<file path="config.mk">
export PLATFORM = sky130hd
export DESIGN_NAME = pid_controller_step
export DESIGN_NICKNAME = d
export VERILOG_FILES = /design/src/pid_pkg.sv /design/src/pid_mac.sv /design/src/pid_controller_step.sv
export SDC_FILE = /design/constraint.sdc
export NUM_CORES = 2
export LEC_CHECK = 0
export BUFFER_PORTS_ARGS = -buffer_cell sky130_fd_sc_hd__buf_2
export CAP_MARGIN = 20
export CORE_ASPECT_RATIO = 1.4
export CORE_MARGIN = 2
export CORE_UTILIZATION = 45
export CTS_BUF_LIST = sky130_fd_sc_hd__clkbuf_8
export CTS_CLUSTER_DIAMETER = 100
export CTS_CLUSTER_SIZE = 8
export DETAILED_ROUTE_END_ITERATION = 7
export SLEW_MARGIN = 20
export SYNTH_ARGS = -nofsm -noshare
export SYNTH_HDL_FRONTEND = slang
export SYNTH_SLANG_ARGS = --single-unit
</file>
<file path="constraint.sdc">
create_clock -name clk -period 28.1 [get_ports clk]
set_input_delay 4.215 -clock clk [delete_from_list [all_inputs] [get_ports clk]]
set_output_delay 4.215 -clock clk [all_outputs]
set_load 0.05 [all_outputs]
</file>
<file path="src/pid_pkg.sv">
package pid_pkg;

    // Field and datapath widths
    localparam int DATA_W    = 32;
    localparam int FRAC_BITS = 16;
    localparam int ACC_W     = 48;
    localparam int ST_W      = 31;
    localparam int DIFF_W    = DATA_W + 1;
    localparam int OPA_W     = ACC_W + 1;
    localparam int OPB_W     = DATA_W;
    localparam int HALF_W    = FRAC_BITS + 1;
    localparam int PROD_W    = OPA_W + HALF_W;
    localparam int FULL_W    = OPA_W + OPB_W;
    localparam int TERM_W    = FULL_W - FRAC_BITS;
    localparam int SUM_W     = TERM_W + 1;

    // Configuration port
    localparam int CFG_IDX_W  = 3;
    localparam int CFG_DATA_W = DATA_W;

    localparam logic [CFG_IDX_W-1:0] CFG_KP          = 3'd0;
    localparam logic [CFG_IDX_W-1:0] CFG_KI          = 3'd1;
    localparam logic [CFG_IDX_W-1:0] CFG_KD_OVER_TS  = 3'd2;
    localparam logic [CFG_IDX_W-1:0] CFG_SAMPLE_TIME = 3'd3;
    localparam logic [CFG_IDX_W-1:0] CFG_SAT_MIN     = 3'd4;
    localparam logic [CFG_IDX_W-1:0] CFG_SAT_MAX     = 3'd5;
    localparam logic [CFG_IDX_W-1:0] CFG_INTEG_START = 3'd6;
    localparam logic [CFG_IDX_W-1:0] CFG_DERIV_START = 3'd7;

    localparam logic [ST_W-1:0] SAMPLE_TIME_RST = ST_W'(655);

    // Request commands
    localparam logic CMD_PROCESS = 1'b0;
    localparam logic CMD_LOAD    = 1'b1;

    // Saturation limits, held at the width of the running sum
    localparam logic signed [SUM_W-1:0] ACC_MAX  = {{(SUM_W-ACC_W+1){1'b0}}, {(ACC_W-1){1'b1}}};
    localparam logic signed [SUM_W-1:0] ACC_MIN  = ~ACC_MAX;
    localparam logic signed [SUM_W-1:0] DATA_MAX =
        {{(SUM_W-DATA_W+1){1'b0}}, {(DATA_W-1){1'b1}}};
    localparam logic signed [SUM_W-1:0] DATA_MIN = ~DATA_MAX;

    // Step controls for the shared multiply unit
    typedef struct packed {
        logic lo_en;      // multiply by the low fraction half of operand B
        logic hi_en;      // multiply by the signed high half, park the low product
        logic combine_en; // fold the high product into the full product
    } mac_ctrl_t;

endpackage

</file>
<file path="src/pid_mac.sv">
// Shared multiplier: forms the exact product of a 49-bit signed operand and a
// 32-bit signed operand in two 49x17 passes, then presents floor(a*b / 2^16).
module pid_mac (
    input  logic                               clk,
    input  pid_pkg::mac_ctrl_t                 ctrl,
    input  logic signed [pid_pkg::OPA_W-1:0]   op_a,
    input  logic signed [pid_pkg::OPB_W-1:0]   op_b,
    output logic signed [pid_pkg::TERM_W-1:0]  term
);

    logic signed [pid_pkg::HALF_W-1:0] b_part;
    logic signed [pid_pkg::PROD_W-1:0] a_ext;
    logic signed [pid_pkg::PROD_W-1:0] b_ext;
    logic signed [pid_pkg::PROD_W-1:0] prod_next;
    logic signed [pid_pkg::PROD_W-1:0] prod_reg;
    logic signed [pid_pkg::FULL_W-1:0] prod_ext;
    logic signed [pid_pkg::FULL_W-1:0] full_reg;

    // Pick the half of operand B: low half is an unsigned fraction
    always_comb
    begin
        if (ctrl.hi_en)
        begin
            b_part = {op_b[pid_pkg::OPB_W-1], op_b[pid_pkg::OPB_W-1:pid_pkg::FRAC_BITS]};
        end
        else
        begin
            b_part = {1'b0, op_b[pid_pkg::FRAC_BITS-1:0]};
        end
    end

    // Sign-extend both operands to the product width
    assign a_ext = {{(pid_pkg::PROD_W-pid_pkg::OPA_W){op_a[pid_pkg::OPA_W-1]}}, op_a};
    assign b_ext = {{(pid_pkg::PROD_W-pid_pkg::HALF_W){b_part[pid_pkg::HALF_W-1]}}, b_part};

    assign prod_next = a_ext * b_ext;
    assign prod_ext  = {{(pid_pkg::FULL_W-pid_pkg::PROD_W){prod_reg[pid_pkg::PROD_W-1]}},
                        prod_reg};

    // Register each partial product, then accumulate the exact product
    always_ff @(posedge clk)
    begin
        if (ctrl.lo_en || ctrl.hi_en)
        begin
            prod_reg <= prod_next;
        end
        if (ctrl.hi_en)
        begin
            full_reg <= prod_ext;
        end
        else if (ctrl.combine_en)
        begin
            full_reg <= full_reg + (prod_ext <<< pid_pkg::FRAC_BITS);
        end
    end

    // Drop the fraction bits: floor division by 2^16
    assign term = full_reg[pid_pkg::FULL_W-1:pid_pkg::FRAC_BITS];

endmodule

</file>
<file path="src/pid_controller_step.sv">
// One discrete PID step per request, signed Q16.16. A process request
// computes four products when the sample lies inside the integration window
// and three when it does not, skipping the integral increment; a load request
// uses no multiplier. The block returns to idle when the result is taken.
// All products go through the single shared 49x17 multiplier: each of the
// products (integral increment, derivative, proportional, integral terms)
// takes a low pass, a high pass and a combine step through it, and the terms
// are summed one at a time. in_stall stays high from acceptance until the
// result has been taken. Configuration registers may be written only while the block is idle.
module pid_controller_step (
    input  logic                                 clk,
    input  logic                                 rst_n,
    // Request channel
    input  logic                                 in_valid,
    output logic                                 in_stall,
    input  logic                                 cmd,
    input  logic signed [pid_pkg::DATA_W-1:0]    error_sample,
    // Result channel
    output logic                                 out_valid,
    input  logic                                 out_stall,
    output logic signed [pid_pkg::DATA_W-1:0]    drive,
    output logic                                 integrated,
    output logic                                 clipped,
    // Configuration write port
    input  logic                                 cfg_we,
    input  logic [pid_pkg::CFG_IDX_W-1:0]        cfg_index,
    input  logic [pid_pkg::CFG_DATA_W-1:0]       cfg_data
);

    typedef enum logic [1:0] {
        S_IDLE,
        S_MUL,
        S_FINISH,
        S_OUT
    } state_t;

    typedef enum logic [1:0] {
        T_INC,
        T_D,
        T_P,
        T_I
    } term_kind_t;

    typedef enum logic [1:0] {
        PH_LO,
        PH_HI,
        PH_COMBINE
    } phase_t;

    // Configuration registers
    logic signed [pid_pkg::DATA_W-1:0] kp_reg;
    logic signed [pid_pkg::DATA_W-1:0] ki_reg;
    logic signed [pid_pkg::DATA_W-1:0] kd_over_ts_reg;
    logic [pid_pkg::ST_W-1:0]          sample_time_reg;
    logic signed [pid_pkg::DATA_W-1:0] sat_min_reg;
    logic signed [pid_pkg::DATA_W-1:0] sat_max_reg;
    logic signed [pid_pkg::DATA_W-1:0] integ_start_reg;
    logic signed [pid_pkg::DATA_W-1:0] deriv_start_reg;

    // Controller state and working registers
    state_t                             state_reg;
    term_kind_t                         term_reg;
    term_kind_t                         wb_kind_reg;
    phase_t                             phase_reg;
    logic                               wb_pending_reg;
    logic signed [pid_pkg::ACC_W-1:0]   acc_reg;
    logic signed [pid_pkg::DATA_W-1:0]  prev_reg;
    logic signed [pid_pkg::DATA_W-1:0]  s_reg;
    logic signed [pid_pkg::DIFF_W-1:0]  diff_reg;
    logic signed [pid_pkg::SUM_W-1:0]   sum_reg;
    logic signed [pid_pkg::DATA_W-1:0]  drive_reg;
    logic                               integrated_reg;
    logic                               clipped_reg;
    logic                               out_valid_reg;

    pid_pkg::mac_ctrl_t                 mac_ctrl;
    logic signed [pid_pkg::OPA_W-1:0]   op_a;
    logic signed [pid_pkg::OPB_W-1:0]   op_b;
    logic signed [pid_pkg::TERM_W-1:0]  term;
    logic                               accept;
    logic                               in_window;
    logic                               wb_fire;
    logic signed [pid_pkg::DIFF_W-1:0]  diff_next;
    logic signed [pid_pkg::SUM_W-1:0]   acc_sum;
    logic signed [pid_pkg::ACC_W-1:0]   acc_next;
    logic signed [pid_pkg::SUM_W-1:0]   sum_next;
    logic signed [pid_pkg::DATA_W-1:0]  drive_next;
    logic                               clipped_next;

    // Write configuration registers
    always_ff @(posedge clk or negedge rst_n)
    begin
        if (!rst_n)
        begin
            kp_reg          <= '0;
            ki_reg          <= '0;
            kd_over_ts_reg  <= '0;
            sample_time_reg <= pid_pkg::SAMPLE_TIME_RST;
            sat_min_reg     <= {1'b1, {(pid_pkg::DATA_W-1){1'b0}}};
            sat_max_reg     <= {1'b0, {(pid_pkg::DATA_W-1){1'b1}}};
            integ_start_reg <= '0;
            deriv_start_reg <= '0;
        end
        else if (cfg_we)
        begin
            unique case (cfg_index)
                pid_pkg::CFG_KP:          kp_reg          <= cfg_data;
                pid_pkg::CFG_KI:          ki_reg          <= cfg_data;
                pid_pkg::CFG_KD_OVER_TS:  kd_over_ts_reg  <= cfg_data;
                pid_pkg::CFG_SAMPLE_TIME: sample_time_reg <= cfg_data[pid_pkg::ST_W-1:0];
                pid_pkg::CFG_SAT_MIN:     sat_min_reg     <= cfg_data;
                pid_pkg::CFG_SAT_MAX:     sat_max_reg     <= cfg_data;
                pid_pkg::CFG_INTEG_START: integ_start_reg <= cfg_data;
                pid_pkg::CFG_DERIV_START: deriv_start_reg <= cfg_data;
                default:                  ;
            endcase
        end
    end

    assign accept    = in_valid && !in_stall;
    assign in_stall  = (state_reg != S_IDLE);
    assign in_window = (error_sample > sat_min_reg) && (error_sample < sat_max_reg);
    assign diff_next = {error_sample[pid_pkg::DATA_W-1], error_sample}
                     - {prev_reg[pid_pkg::DATA_W-1], prev_reg};

    // Select multiplier operands for the current term
    always_comb
    begin
        unique case (term_reg)
            T_INC:
            begin
                op_a = {{(pid_pkg::OPA_W-pid_pkg::DATA_W){s_reg[pid_pkg::DATA_W-1]}}, s_reg};
                op_b = {1'b0, sample_time_reg};
            end
            T_D:
            begin
                op_a = {{(pid_pkg::OPA_W-pid_pkg::DIFF_W){diff_reg[pid_pkg::DIFF_W-1]}},
                        diff_reg};
                op_b = kd_over_ts_reg;
            end
            T_P:
            begin
                op_a = {{(pid_pkg::OPA_W-pid_pkg::DATA_W){s_reg[pid_pkg::DATA_W-1]}}, s_reg};
                op_b = kp_reg;
            end
            T_I:
            begin
                op_a = {acc_reg[pid_pkg::ACC_W-1], acc_reg};
                op_b = ki_reg;
            end
            default:
            begin
                op_a = '0;
                op_b = '0;
            end
        endcase
    end

    // Sequence the multiplier passes
    assign mac_ctrl.lo_en      = (state_reg == S_MUL) && (phase_reg == PH_LO);
    assign mac_ctrl.hi_en      = (state_reg == S_MUL) && (phase_reg == PH_HI);
    assign mac_ctrl.combine_en = (state_reg == S_MUL) && (phase_reg == PH_COMBINE);

    pid_mac u_mac (
        .clk  (clk),
        .ctrl (mac_ctrl),
        .op_a (op_a),
        .op_b (op_b),
        .term (term)
    );

    // Retire the finished term while the next one starts, or in the finish state
    assign wb_fire = wb_pending_reg
                  && (((state_reg == S_MUL) && (phase_reg == PH_LO)) || (state_reg == S_FINISH));

    // Saturate the integral update to the accumulator range
    assign acc_sum = {{(pid_pkg::SUM_W-pid_pkg::ACC_W){acc_reg[pid_pkg::ACC_W-1]}}, acc_reg}
                   + {term[pid_pkg::TERM_W-1], term};
    always_comb
    begin
        priority if (acc_sum > pid_pkg::ACC_MAX)
        begin
            acc_next = pid_pkg::ACC_MAX[pid_pkg::ACC_W-1:0];
        end
        else if (acc_sum < pid_pkg::ACC_MIN)
        begin
            acc_next = pid_pkg::ACC_MIN[pid_pkg::ACC_W-1:0];
        end
        else
        begin
            acc_next = acc_sum[pid_pkg::ACC_W-1:0];
        end
    end

    // Add the term into the drive sum and clip to the data range
    assign sum_next = sum_reg + {term[pid_pkg::TERM_W-1], term};
    always_comb
    begin
        priority if (sum_next > pid_pkg::DATA_MAX)
        begin
            drive_next   = pid_pkg::DATA_MAX[pid_pkg::DATA_W-1:0];
            clipped_next = 1'b1;
        end
        else if (sum_next < pid_pkg::DATA_MIN)
        begin
            drive_next   = pid_pkg::DATA_MIN[pid_pkg::DATA_W-1:0];
            clipped_next = 1'b1;
        end
        else
        begin
            drive_next   = sum_next[pid_pkg::DATA_W-1:0];
            clipped_next = 1'b0;
        end
    end

    // Hold state, working registers and the result
    always_ff @(posedge clk or negedge rst_n)
    begin
        if (!rst_n)
        begin
            state_reg      <= S_IDLE;
            term_reg       <= T_INC;
            wb_kind_reg    <= T_INC;
            phase_reg      <= PH_LO;
            wb_pending_reg <= 1'b0;
            acc_reg        <= '0;
            prev_reg       <= '0;
            s_reg          <= '0;
            diff_reg       <= '0;
            sum_reg        <= '0;
            drive_reg      <= '0;
            out_valid_reg  <= 1'b0;
            integrated_reg <= 1'b0;
            clipped_reg    <= 1'b0;
        end
        else
        begin
            if (wb_fire)
            begin
                wb_pending_reg <= 1'b0;
                if (wb_kind_reg == T_INC)
                begin
                    acc_reg <= acc_next;
                end
                else
                begin
                    sum_reg <= sum_next;
                end
            end

            unique case (state_reg)
                S_IDLE:
                begin
                    if (accept)
                    begin
                        if (cmd == pid_pkg::CMD_LOAD)
                        begin
                            acc_reg <= {{(pid_pkg::ACC_W-pid_pkg::DATA_W)
                                         {integ_start_reg[pid_pkg::DATA_W-1]}},
                                        integ_start_reg};
                            prev_reg       <= deriv_start_reg;
                            drive_reg      <= '0;
                            integrated_reg <= 1'b0;
                            clipped_reg    <= 1'b0;
                            out_valid_reg  <= 1'b1;
                            state_reg      <= S_OUT;
                        end
                        else
                        begin
                            s_reg          <= error_sample;
                            diff_reg       <= diff_next;
                            prev_reg       <= error_sample;
                            sum_reg        <= '0;
                            integrated_reg <= in_window;
                            term_reg       <= in_window ? T_INC : T_D;
                            phase_reg      <= PH_LO;
                            state_reg      <= S_MUL;
                        end
                    end
                end
                S_MUL:
                begin
                    unique case (phase_reg)
                        PH_LO:
                        begin
                            phase_reg <= PH_HI;
                        end
                        PH_HI:
                        begin
                            phase_reg <= PH_COMBINE;
                        end
                        PH_COMBINE:
                        begin
                            wb_pending_reg <= 1'b1;
                            wb_kind_reg    <= term_reg;
                            phase_reg      <= PH_LO;
                            unique case (term_reg)
                                T_INC:   term_reg <= T_D;
                                T_D:     term_reg <= T_P;
                                T_P:     term_reg <= T_I;
                                T_I:     state_reg <= S_FINISH;
                                default: term_reg <= T_INC;
                            endcase
                        end
                        default:
                        begin
                            phase_reg <= PH_LO;
                        end
                    endcase
                end
                S_FINISH:
                begin
                    drive_reg     <= drive_next;
                    clipped_reg   <= clipped_next;
                    out_valid_reg <= 1'b1;
                    state_reg     <= S_OUT;
                end
                S_OUT:
                begin
                    if (!out_stall)
                    begin
                        out_valid_reg <= 1'b0;
                        state_reg     <= S_IDLE;
                    end
                end
                default:
                begin
                    state_reg <= S_IDLE;
                end
            endcase
        end
    end

    assign out_valid  = out_valid_reg;
    assign drive      = drive_reg;
    assign integrated = integrated_reg;
    assign clipped    = clipped_reg;

    // A result is never pending while the block takes requests
    assert property (@(posedge clk) disable iff (!rst_n)
        !in_stall |-> !out_valid)
    else $error("result pending while request side is open");

    // A load request answers in the next cycle with an all-zero result
    assert property (@(posedge clk) disable iff (!rst_n)
        (in_valid && !in_stall && (cmd == pid_pkg::CMD_LOAD))
        |=> (out_valid && (drive == '0) && !integrated && !clipped))
    else $error("load request result is wrong");

    // A clipped drive sits on one of the data range limits
    assert property (@(posedge clk) disable iff (!rst_n)
        (out_valid && clipped)
        |-> ((drive == pid_pkg::DATA_MAX[pid_pkg::DATA_W-1:0])
          || (drive == pid_pkg::DATA_MIN[pid_pkg::DATA_W-1:0])))
    else $error("clipped drive not at a limit");

    // The multiplier runs only while a process request is in progress
    assert property (@(posedge clk) disable iff (!rst_n)
        (mac_ctrl.lo_en || mac_ctrl.hi_en || mac_ctrl.combine_en) |-> in_stall)
    else $error("multiplier active while idle");

endmodule
</file>
==> out/qor.yml <==
status: "completed"
dr.pass1.iters: 6
fill_cells: 14700
worstHoldStart: "drive[24]"
drt-total-wl_um: 246000
antenna_found_initial: 4
hold_buffers: 0
nNetsFinal: 8924
gp_congestion: 0.994
drt-initial-drc-count: 4519
worstSetupPathType: "flip-flop to flip-flop"
min_path_type: "flip-flop to flip-flop"
grt_pass1_vias: 57900
initial_utilization: 0.451
ctsResizeCount: 0
die_area_um2: 155000
ys.flop_type: "dfrtp_1"
grtUsageTotal: 0.319
rrSetupSlack_ns: 17.59
period_share: 0.374
synth-seq-cells: 641
die_y_um: 464
crit_path_frequent_cell: "inv_1"
hpwlAfterDp_um: 194000
numPortBuffers: 108
endpoint_kind: "flip-flop"
syn-num-nets: 8945
regToRegStartpoint: "state_reg[1]"
grt_max_degree: 138
synthMuxAreaShare: 0.0470
die_x_um: 333
clkSinkCount: 641
worst_slew_pin_slew_ns: 1.15
rsz0062_at_grt: "false"
placement_rows: 169
yosys.area_share.adder: 0.308
arrival_ns: 11.05
hold_viol_final: 0
synth-async-reset-ratio: 0.796
slowest_delay_ns: 0.57
fin_setup_tns_ns: 0
cts_made_buffers: 91
syn_area_um2: 68100
skew_ns: 0.0686
via_count: 56200
regArea_um2: 16700
crit_path_start_kind: "flip-flop"
yosys.area_share.simple: 0.147
synthCells: 7655
post-place-cells: 9507
grt_pass1_wl_um: 369000
drc: 0
synth_top_family_by_area: "adder cells"
vias_per_cell: 5.81
yosys_warnings: 0
r2r-end: "u_mac.prod_reg[65]"
io_pins: 109
layout-drive-gt1-share: 0.0861
synthXorXnorAreaFrac: 0.0337
seq_area_frac_synth: 0.246
synth_compound_area_frac: 0.145
min_to: "drive[24]"
slowest_stage: "fa_1"
final_cells: 9672
worstRegToRegCells: 37
core_um2: 151000
fin_crit_ns: 10.51
clk_latency_ns: 0.85
whs_path_depth: 2
clk_pin_slew_ns: 0.07
multiInputGateArea_um2: 46600
synth_edf_count: 131
ys_types: 88
slew_headroom: 0.226
antenna_left: 0
wl_per_cell_um: 25.5
setup_viol: 0
required_ns: 28.65
maxCapViolations: 0
path_max_fanout: 45
syn2layout_area_growth_pct: 6.47
drv_slew: 0
root_buffer: "clkbuf_8"
grt_overflow_total: 0
cts_tree: "done"
clock_path_buffers: 3
synth.avg_cell_area_um2: 8.90
h-tree-depth: 3
cts_post_setup_buffers_inserted: 0
max_freq_mhz: 95.2
-- cell families after synthesis --
kind of cell    count (synthesis)
mux                           278
compound gates               1592
xor+xnor                      262
fa+ha+maj                    1217
simple gates                 2347
buf+inv                      1318
flops                         641
-- placed cells by master (no fill, tap or decap), drive strengths merged, types with 38 or more instances in the layout --
| master | instances |
|---|---|
| nor2b | 49 |
| a21oi | 484 |
| ha | 446 |
| a211oi | 53 |
| a31oi | 57 |
| edfxtp | 131 |
| clkbuf | 92 |
| nand3 | 64 |
| xnor2 | 166 |
| a21o | 179 |
| nand2 | 1183 |
| o21ai | 424 |
| xor2 | 96 |
| nor2 | 679 |
| a22oi | 43 |
| mux2i | 41 |
| buf | 220 |
| o211ai | 38 |
| nand2b | 53 |
| o21a | 72 |
| nand4 | 79 |
| mux2 | 226 |
| o21bai | 48 |
| inv | 1046 |
| dfrtp | 472 |
| fa | 771 |
| nor3 | 65 |
| dfstp | 38 |
-- cells in the mapped netlist, types with 41 or more instances --
cell      number  area share
nand2_1     1183       0.065
inv_1        980       0.054
fa_1         771        0.23
nor2_1       679       0.037
a21oi_1      484       0.036
dfrtp_1      472        0.17
ha_1         446       0.082
o21ai_0      387       0.028
clkbuf_1     296       0.016
mux2_2       226       0.037
a21o_1       179       0.020
xnor2_1      166       0.021
edfxtp_1     131       0.058
xor2_1        96       0.012
nand4_1       78      0.0072
o21a_1        72      0.0079
nand3_1       64      0.0047
nor3_1        64      0.0047
a31oi_1       56      0.0051
a211oi_1      53      0.0058
nand2b_1      53      0.0049
nor2b_1       49      0.0045
o21bai_1      48      0.0053
a22oi_1       43      0.0047
mux2i_1       41      0.0060
-- layer usage --
layer,share of wire,global-route usage
met3,0.061,0.0470
met1,0.38,0.376
met2,0.49,0.546
met5,0,0
met4,0.074,0.199
-- metrics by stage --
stage / hold WS (ns) / util / worst slack, ns / cell area, µm²
global placement: 0.460 / 0.469 / 17.13 / 70900
finish: 0.474 / 0.480 / 17.59 / 72500
CTS: 0.481 / 0.480 / 17.67 / 72500
floorplan: 0.446 / - / 15.47 / 68100
global route: 0.507 / 0.480 / 17.11 / 72500
detailed placement: 0.463 / 0.469 / 17.68 / 70900
-- worst max-delay path by stage --
| stage | startpoint | to | slack, ns | cells past startpoint |
|---|---|---|---|---|
| global route | state_reg[1] | u_mac.prod_reg[65] | 17.11 | 34 |
| finish | state_reg[1] | u_mac.prod_reg[65] | 17.59 | 37 |
| floorplan | state_reg[1] | u_mac.prod_reg[65] | 15.47 | 37 |
| detailed placement | state_reg[1] | u_mac.prod_reg[65] | 17.68 | 37 |
| global placement | state_reg[1] | u_mac.prod_reg[65] | 17.13 | 32 |
| CTS | state_reg[1] | u_mac.prod_reg[65] | 17.67 | 37 |
-- final cells by class --
class	count	share of cell area
Inverter	984	0.0509
Tap cell	1966	0.0339
Clock buffer	92	0.0175
Multi-Input combinational cell	5696	0.642
Timing Repair Buffer	220	0.0194
Clock inverter	70	0.00538
Antenna cell	3	0.000103
Sequential cell	641	0.231
-- worst max-delay path: cells and delay by family, from the launching register on --
family,cells,cell delay (ns)
DFF,1,0.41
adders and majority gates,8,3.78
AOI/OAI and AO/OA,12,2.56
buffers and inverters,10,1.73
and+or+nand+nor,6,1.63
xor gates and xnor gates,1,0.08
Power is left out: the tool's default activity adds up to more than one toggle a clock period on the data nets, which glitch-free logic cannot reach.
